$ cat src/text_console_writer_top_assert.svh
// Assertion macros for the text console writer.
// Depends on nothing; included by the modules that carry assertions.
`ifndef TEXT_CONSOLE_WRITER_TOP_ASSERT_SVH
`define TEXT_CONSOLE_WRITER_TOP_ASSERT_SVH

`ifndef SYNTHESIS
`define TCW_ASSERT_IMP(lbl, ck, rn, ante, cons) \
	lbl: assert property (@(posedge ck) disable iff (!rn) (ante) |-> (cons)) \
		else $error("tcw assertion failed");
`define TCW_ASSERT_NXT(lbl, ck, rn, ante, cons) \
	lbl: assert property (@(posedge ck) disable iff (!rn) (ante) |=> (cons)) \
		else $error("tcw assertion failed");
`else
`define TCW_ASSERT_IMP(lbl, ck, rn, ante, cons)
`define TCW_ASSERT_NXT(lbl, ck, rn, ante, cons)
`endif

`endif

$ cat src/tcw_pkg.sv
// Shared types and constants of the text console writer.
// Used by tcw_ctrl, tcw_datapath and text_console_writer_top.
package tcw_pkg;

	localparam int CHAR_W    = 8;
	localparam int ROW_W     = 5;
	localparam int COL_W     = 7;
	localparam int COLOR_W   = 4;
	localparam int CFG_IDX_W = 2;

	localparam logic [CHAR_W-1:0] CH_NEWLINE   = 8'd10;
	localparam logic [CHAR_W-1:0] CH_BACKSPACE = 8'd8;
	localparam logic [CHAR_W-1:0] CH_SPACE     = 8'd32;

	localparam logic [CFG_IDX_W-1:0] REG_FG = 2'd0;
	localparam logic [CFG_IDX_W-1:0] REG_BG = 2'd1;

	localparam logic [COLOR_W-1:0] FG_RESET = 4'd15;
	localparam logic [COLOR_W-1:0] BG_RESET = 4'd0;

	typedef enum logic [2:0] {
		WOP_NONE,
		WOP_ZERO,
		WOP_CHAR,
		WOP_BS,
		WOP_COPY,
		WOP_BLANK
	} wop_t;

	typedef enum logic [1:0] {
		PTR_HOLD,
		PTR_INC,
		PTR_COPY,
		PTR_BLANK
	} ptr_op_t;

	typedef struct packed {
		logic    item_load;
		ptr_op_t ptr_op;
		wop_t    wop;
		logic    rd_cell;
		logic    rd_copy;
		logic    scroll_set;
		logic    emit;
	} cmd_t;

	typedef struct packed {
		logic is_read;
		logic is_newline;
		logic is_backspace;
		logic line_full;
		logic ptr_last;
	} status_t;

endpackage

$ cat src/tcw_ctrl.sv
// Controller of the text console writer: sequences clearing, item handling,
// scroll copy and blanking, and the result handshake. Depends on tcw_pkg.
`include "text_console_writer_top_assert.svh"

module tcw_ctrl import tcw_pkg::*; (
	input  logic    clk,
	input  logic    arst_n,
	input  logic    in_valid,
	output logic    in_ready,
	output logic    out_valid,
	input  logic    out_ready,
	input  status_t status,
	output cmd_t    cmd
);

	typedef enum logic [5:0] {
		S_CLEAR = 6'b000001,
		S_IDLE  = 6'b000010,
		S_EXEC  = 6'b000100,
		S_COPY  = 6'b001000,
		S_BLANK = 6'b010000,
		S_EMIT  = 6'b100000
	} state_t;

	state_t state_q, state_d;
	logic   out_valid_q;
	logic   out_free;

	assign out_free = !out_valid_q || out_ready;

	always_comb begin
		state_d        = state_q;
		in_ready       = 1'b0;
		cmd.item_load  = 1'b0;
		cmd.ptr_op     = PTR_HOLD;
		cmd.wop        = WOP_NONE;
		cmd.rd_cell    = 1'b0;
		cmd.rd_copy    = 1'b0;
		cmd.scroll_set = 1'b0;
		cmd.emit       = 1'b0;
		unique case (state_q)
			S_CLEAR: begin
				cmd.wop    = WOP_ZERO;
				cmd.ptr_op = PTR_INC;
				if (status.ptr_last) begin
					state_d = S_IDLE;
				end
			end
			S_IDLE: begin
				in_ready = 1'b1;
				if (in_valid) begin
					cmd.item_load = 1'b1;
					state_d       = S_EXEC;
				end
			end
			S_EXEC: begin
				priority if (status.is_read) begin
					cmd.rd_cell = 1'b1;
					state_d     = S_EMIT;
				end else if (status.is_newline) begin
					cmd.scroll_set = 1'b1;
					cmd.ptr_op     = PTR_COPY;
					state_d        = S_COPY;
				end else if (status.is_backspace) begin
					cmd.wop = WOP_BS;
					state_d = S_EMIT;
				end else begin
					cmd.wop = WOP_CHAR;
					if (status.line_full) begin
						cmd.scroll_set = 1'b1;
						cmd.ptr_op     = PTR_COPY;
						state_d        = S_COPY;
					end else begin
						state_d = S_EMIT;
					end
				end
			end
			S_COPY: begin
				cmd.wop     = WOP_COPY;
				cmd.rd_copy = 1'b1;
				if (status.ptr_last) begin
					cmd.ptr_op = PTR_BLANK;
					state_d    = S_BLANK;
				end else begin
					cmd.ptr_op = PTR_INC;
				end
			end
			S_BLANK: begin
				cmd.wop    = WOP_BLANK;
				cmd.ptr_op = PTR_INC;
				if (status.ptr_last) begin
					state_d = S_EMIT;
				end
			end
			S_EMIT: begin
				// hold the result until the output register is free
				if (out_free) begin
					cmd.emit = 1'b1;
					state_d  = S_IDLE;
				end
			end
			default: begin
				state_d = S_IDLE;
			end
		endcase
	end

	always_ff @(posedge clk or negedge arst_n) begin
		if (!arst_n) begin
			state_q     <= S_CLEAR;
			out_valid_q <= 1'b0;
		end else begin
			state_q <= state_d;
			if (cmd.emit) begin
				out_valid_q <= 1'b1;
			end else if (out_ready) begin
				out_valid_q <= 1'b0;
			end
		end
	end

	assign out_valid = out_valid_q;

	`TCW_ASSERT_IMP(a_emit_free, clk, arst_n, cmd.emit, !out_valid_q || out_ready)
	`TCW_ASSERT_IMP(a_clear_blocks, clk, arst_n, state_q == S_CLEAR, !in_ready)
	`TCW_ASSERT_NXT(a_copy_to_blank, clk, arst_n, (state_q == S_COPY) && status.ptr_last, state_q == S_BLANK)

endmodule

$ cat config.mk
export PLATFORM = sky130hd
export DESIGN_NAME = tcw_ctrl
export DESIGN_NICKNAME = d
export VERILOG_FILES = /design/src/tcw_pkg.sv /design/src/tcw_ctrl.sv
export VERILOG_INCLUDE_DIRS = /design/src /design/src/src
export SDC_FILE = /design/constraint.sdc
export NUM_CORES = 1
export LEC_CHECK = 0
export ABC_AREA = 0
export BUFFER_PORTS_ARGS = -buffer_cell sky130_fd_sc_hd__buf_2
export CORE_AREA = 2 2 39 41
export CTS_BUF_LIST = sky130_fd_sc_hd__clkbuf_16
export DETAILED_ROUTE_END_ITERATION = 8
export DIE_AREA = 0 0 41 43
export MAX_ROUTING_LAYER = met4
export PLACE_DENSITY = 0.65
export SETUP_SLACK_MARGIN = 0.05
export SKIP_LAST_GASP = 1
export SYNTH_ARGS = -nofsm -noshare
export SYNTH_HDL_FRONTEND = slang
export SYNTH_SLANG_ARGS = --single-unit
$ cat constraint.sdc
create_clock -name clk -period 1.8 [get_ports clk]
set_input_delay 0.36 -clock clk [delete_from_list [all_inputs] [get_ports clk]]
set_output_delay 0.36 -clock clk [all_outputs]
set_load 0.1 [all_outputs]
==> results.sh, run 1 <==
export IMPL_status="finished, violations left"
export IMPL_violations="negative setup slack"
export IMPL_overflow=0
export IMPL_routedWlPerCell_um=17.0
export IMPL_grt_max_degree=8
export IMPL_grt_total_usage_pct=24.0
export IMPL_final_cell_mix="buf_4 (17), buf_12 (11), buf_2 (9), buf_6 (5)"
export IMPL_timing_final_ws_setup_ps=-328
export IMPL_fin_crit_sh_pct=118
export IMPL_gp_congestion=0.846
export IMPL_syn_num_nets=57
export IMPL_p_per_area_nw_per_um2=1510
export IMPL_power_frac_seq_pct=13.3
export IMPL_dr_pass1_iters=4
export IMPL_crit_type="flop to output port"
export IMPL_final_cells=111
export IMPL_worst_hold_slack_ps=381
export IMPL_io_buffers=20
export IMPL_fin_nets=105
export IMPL_grt_pass1_vias=585
export IMPL_avgSynthCellArea_um2=9.59
export IMPL_hold_path_class="primary input to flop"
export IMPL_drtIter0Drc=8
export IMPL_fin_skew_ps=0.375
export IMPL_area_growth_pct=153
export IMPL_htree_levels=1
export IMPL_combinationalPowerShare_pct=65.4
export IMPL_syn_area_um2=460
export IMPL_worst_pin_slew_ps=485
export IMPL_num_vias=580
export IMPL_dpl_hpwl_um=1150
export IMPL_fp_row_count=14
export IMPL_p_clk_share_pct=21.3
export IMPL_dp_cells=100
export IMPL_dieWidth_um=41
export IMPL_drt_wl_total_um=1880
export IMPL_cts_max_path_buffers=2
export IMPL_worst_r2r_setup_slack_ps=-60
export IMPL_min_delay_path_depth=2
export IMPL_clock_fmax_mhz=470
export IMPL_yosys_warnings=0
export IMPL_clk_latency_ps=230
export IMPL_ys_seq_elements=7
export IMPL_critPathLaunchType="flop"
export IMPL_worstReg2RegStart="state_q[5]$_DFFE_PN0P_"
export IMPL_ys_seq_area_share_pct=38.3
export IMPL_initial_core_util_pct=33.3
export IMPL_max_cap_violations=0
export IMPL_reg2reg_to="state_q[1]$_DFFE_PN0P_"
export IMPL_finish_utilization_pct=84.3
export IMPL_clock_sinks=7
export IMPL_crit_arrival_ps=1770
export IMPL_drtAntennaViolNets=0
export IMPL_critPathRequiredTime_ps=1440
export IMPL_vdd_drop_max_mv=1.43
export IMPL_cts_tree="done"
export IMPL_antenna_found_initial=0
export IMPL_setup_violations=13
export IMPL_grt_pass1_wl_um=2660
export IMPL_p_total_mw=1.76
export IMPL_p_leak_nw=0.544
export IMPL_switchingPower_uw=763
export IMPL_drv_slew=0
export IMPL_rsz0062_at_grt="yes"
export IMPL_diodes=0
export IMPL_drc=0
export IMPL_fin_tns_setup_ps=-3080
export IMPL_fp_dieArea_um2=1760
export IMPL_period_needed_ps=2130
export IMPL_core_um2=1380
export IMPL_die_h_um=43
export IMPL_report_final_hold_viol_count=0
export IMPL_root_buffer="clkbuf_16"
export IMPL_critical_path_max_fanout=4
export IMPL_final_common_cell="buf_4"
export IMPL_clk_pin_slew_worst_paths_ps=40
export IMPL_reg2reg_depth=4
export IMPL_place_area_um2=943
export IMPL_cp_end_kind="output port"
export IMPL_io_pins=21
export IMPL_drive_gt1_share_pct=74.7
export IMPL_hold_path_end="state_q[2]$_DFFE_PN0P_"
export IMPL_preCtsSetupSlack_ps=-177
export IMPL_cts_buffers=3
export IMPL_internal_power_uw=1000
export IMPL_ys_types=25
export IMPL_final_area_um2=1170
export IMPL_vias_per_cell=5.23
export IMPL_hold_start="in_valid"
export IMPL_p_sw_share_pct=43.3
export IMPL_slew_headroom_pct=67.9
export IMPL_syn_instance_count=48
[power groups by stage]
stage	combinational, mW	sequential (mW)	clock [mW]
floorplan	0.569	0.258	0
global placement	0.980	0.213	0
detailed placement	0.989	0.217	0
global route	1.20	0.235	0.394
finish	1.15	0.234	0.376
CTS	1.07	0.222	0.381
[final cells by class]
| type | instances | area [um^2] |
|---|---|---|
| fillers | 69 | 218 |
| clock inverters | 1 | 3.75 |
| flip-flops and latches | 7 | 179 |
| multi-input cells | 38 | 410 |
| inverters | 3 | 18.8 |
| clock buffers | 3 | 75.1 |
| well taps | 16 | 20.0 |
| repair buffers | 43 | 459 |
[repair_timing]
action                                  in CTS  in global routing
hold buffers                                 1                  0
endpoints found under the setup margin      13                 13
buffers inserted                             3                  4
pin swaps                                   12                 10
resized for setup                           10                  9
hold endpoints to repair                     6                  0
[cell families after synthesis]
family          synth area share [%]
simple gates                    39.9
xor+xnor                        1.90
flops                           38.3
buf+inv                         2.45
compound gates                  17.4
[per-layer routing]
| metal | vias up | global-route usage (%) | share of wire, % |
|---|---|---|---|
| met5 | - | - | 0 |
| met4 | 0 | 8.00 | 0.21 |
| met3 | 2 | 7.85 | 3.7 |
| met2 | 11 | 37.2 | 54 |
| met1 | 292 | 28.3 | 42 |
| li1 | 275 | - | - |
[cells in the mapped netlist, drive strengths merged]
cell type,n,area [um^2]
dfstp,1,26.3
o22ai,1,12.5
or4,2,18.8
or2b,1,8.76
nor3,2,10.0
and2,3,18.8
o21bai,1,7.51
xor2,1,8.76
nor3b,3,22.5
dfrtp,6,150
and3b,1,8.76
a21oi,1,5.00
a211o,1,8.76
or2,1,6.26
nand2,4,15.0
nand3b,4,30.0
o211ai,1,7.51
o221ai,1,15.0
inv,3,11.3
nor2b,3,18.8
o41ai,1,8.76
o21ai,3,15.0
nor4,2,12.5
or4b,1,13.8
[registers in the layout, indices dropped and copies added (netlist names)]
name,cells
state_q,6
out_valid,1
[how the worst max path moves through the flow]
| stage | from | cells after the start | endpoint |
|---|---|---|---|
| after floorplan | state_q[3]$_DFFE_PN0P_ | 3 | cmd[9] |
| after global placement | state_q[2]$_DFFE_PN0P_ | 4 | cmd[4] |
| after detailed placement | state_q[2]$_DFFE_PN0P_ | 4 | cmd[4] |
| after CTS | state_q[2]$_DFFE_PN0P_ | 4 | cmd[4] |
| after global routing | state_q[5]$_DFFE_PN0P_ | 6 | cmd[4] |
| final | state_q[5]$_DFFE_PN0P_ | 4 | cmd[4] |
[worst max-delay path, cell delays in order (launching register included)]
cell	delay (ps)
dfrtp_2	440
or4_4	540
nor3b_2	250
a211o_4	140
buf_12	160
Power figures use the tool's default switching activity.
==> inputs of run 2 (changes only) <==
ABC_AREA = default   (was 0)
PLACE_DENSITY = 0.63   (was 0.65)
clock period = 2 ns   (was 1.8 ns; I/O delays follow)
==> results.sh, run 2 (synthesis results as in run 1) <==
export IMPL_period_needed_ps=2150
export IMPL_clock_sinks=7
export IMPL_crit_arrival_ps=1750
export IMPL_fin_nets=102
export IMPL_p_total_mw=1.51
export IMPL_drive_gt1_share_pct=72.8
export IMPL_cp_end_kind="output port"
export IMPL_overflow=0
export IMPL_num_vias=554
export IMPL_worst_pin_slew_ps=482
export IMPL_grt_pass1_wl_um=2670
export IMPL_cts_tree="done"
export IMPL_drv_slew=0
export IMPL_io_pins=21
export IMPL_met3_length_um=79
export IMPL_routedWlPerCell_um=15.3
export IMPL_area_growth_pct=145
export IMPL_drtIter0Drc=8
export IMPL_dieWidth_um=41
export IMPL_critPathRequiredTime_ps=1600
export IMPL_top_register="state_q"
export IMPL_dpl_hpwl_um=1040
export IMPL_root_buffer="clkbuf_16"
export IMPL_violations="negative setup slack"
export IMPL_status="finished, violations left"
export IMPL_met1_length_um=660
export IMPL_p_per_area_nw_per_um2=1340
export IMPL_clk_pin_slew_worst_paths_ps=40
export IMPL_final_common_cell="buf_4"
export IMPL_crit_type="flop to output port"
export IMPL_grt_total_usage_pct=23.4
export IMPL_finish_utilization_pct=81.4
export IMPL_wl_met2_um=906
export IMPL_combinationalPowerShare_pct=64.3
export IMPL_power_frac_seq_pct=13.4
export IMPL_fin_tns_setup_ps=-1040
export IMPL_drtAntennaViolNets=0
export IMPL_drt_wl_total_um=1650
export IMPL_clk_latency_ps=230
export IMPL_critPathLaunchType="flop"
export IMPL_grt_max_degree=8
export IMPL_fin_crit_sh_pct=108
export IMPL_final_cell_mix="buf_4 (16), buf_12 (11), buf_2 (9), nand3b_1 (4), dfrtp_1 (4)"
export IMPL_dr_max_layer_used="met4"
export IMPL_cts_max_path_buffers=2
export IMPL_dr_pass1_iters=4
export IMPL_fin_skew_ps=4.49
export IMPL_critical_path_max_fanout=3
export IMPL_rsz0062_at_grt="yes"
export IMPL_vdd_drop_max_mv=1.79
export IMPL_max_cap_violations=0
export IMPL_gp_congestion=0.814
export IMPL_core_um2=1380
export IMPL_diodes=0
export IMPL_internal_power_uw=849
export IMPL_preCtsSetupSlack_ps=4.59
export IMPL_cts_buffers=3
export IMPL_die_h_um=43
export IMPL_vias_per_cell=5.13
export IMPL_p_leak_nw=0.527
export IMPL_initial_core_util_pct=33.3
export IMPL_switchingPower_uw=664
export IMPL_htree_levels=1
export IMPL_report_final_hold_viol_count=0
export IMPL_largest_reg_flops=6
export IMPL_antenna_found_initial=0
export IMPL_setup_violations=10
export IMPL_drc=0
export IMPL_p_sw_share_pct=43.9
export IMPL_io_buffers=20
export IMPL_slew_headroom_pct=68.1
export IMPL_clock_fmax_mhz=465
export IMPL_fp_row_count=14
export IMPL_hold_path_class="primary input to flop"
export IMPL_p_clk_share_pct=22.4
export IMPL_grt_pass1_vias=571
export IMPL_fp_dieArea_um2=1760
export IMPL_timing_final_ws_setup_ps=-151
run 2: per-layer routing:
layer	track usage, %	vias up
li1	-	269
met1	27.1	269
met2	39.4	14
met3	7.85	2
met4	2.00	0
met5	-	-
run 2: area by class of cell:
class | instances | area (um^2)
Timing Repair Buffer | 40 | 429
Clock inverter | 1 | 3.75
Multi-Input combinational cell | 38 | 400
Fill cell | 88 | 258
Tap cell | 16 | 20.0
Clock buffer | 3 | 75.1
Inverter | 3 | 18.8
Sequential cell | 7 | 179
run 2: power groups by stage:
stage | sequential [mW] | clock [mW] | combinational [mW]
finish | 0.202 | 0.339 | 0.972
floorplan | 0.232 | 0 | 0.512
global placement | 0.194 | 0 | 0.855
global route | 0.205 | 0.354 | 1.01
detailed placement | 0.194 | 0 | 0.857
CTS | 0.194 | 0.343 | 0.916
run 2: worst paths after layout:
path | start | end | slack [ps] | depth (start not counted)
worst max-delay path | state_q[2]$_DFFE_PN0P_ | cmd[9] | -150 | 4
worst min-delay path | status[0] | state_q[0]$_DFFE_PN1P_ | 420 | 2
worst max register to register | state_q[2]$_DFFE_PN0P_ | state_q[5]$_DFFE_PN0P_ | 170 | 4
worst min register to register | out_valid$_DFFE_PN0P_ | out_valid$_DFFE_PN0P_ | 660 | 2
max in group asynchronous | arst_n | state_q[0]$_DFFE_PN1P_ | 1240 | 2
min in group asynchronous | arst_n | state_q[4]$_DFFE_PN0P_ | 530 | 2
run 2: per-stage QoR:
step	hold slack (ps)	instance area (um^2)	std cells
after CTS	427	1050	103
final	418	1130	108
after global placement	242	898	94
after floorplan	104	538	48
after global routing	436	1130	108
after detailed placement	240	898	94
run 2: worst max-delay path, cell delays in order (launching register included):
cell and delay, ps:
dfrtp_1 380, or4_4 590, nor3b_4 210, and2_4 180, buf_12 160
run 2: repair_timing:
| item | CTS | global route |
|---|---|---|
| hold buffers | 1 | 0 |
| gates resized for setup | 7 | 8 |
| setup buffers | 4 | 5 |
| hold endpoints to repair | 2 | 0 |
| pin swaps | 8 | 11 |
| setup endpoints to repair | 10 | 11 |
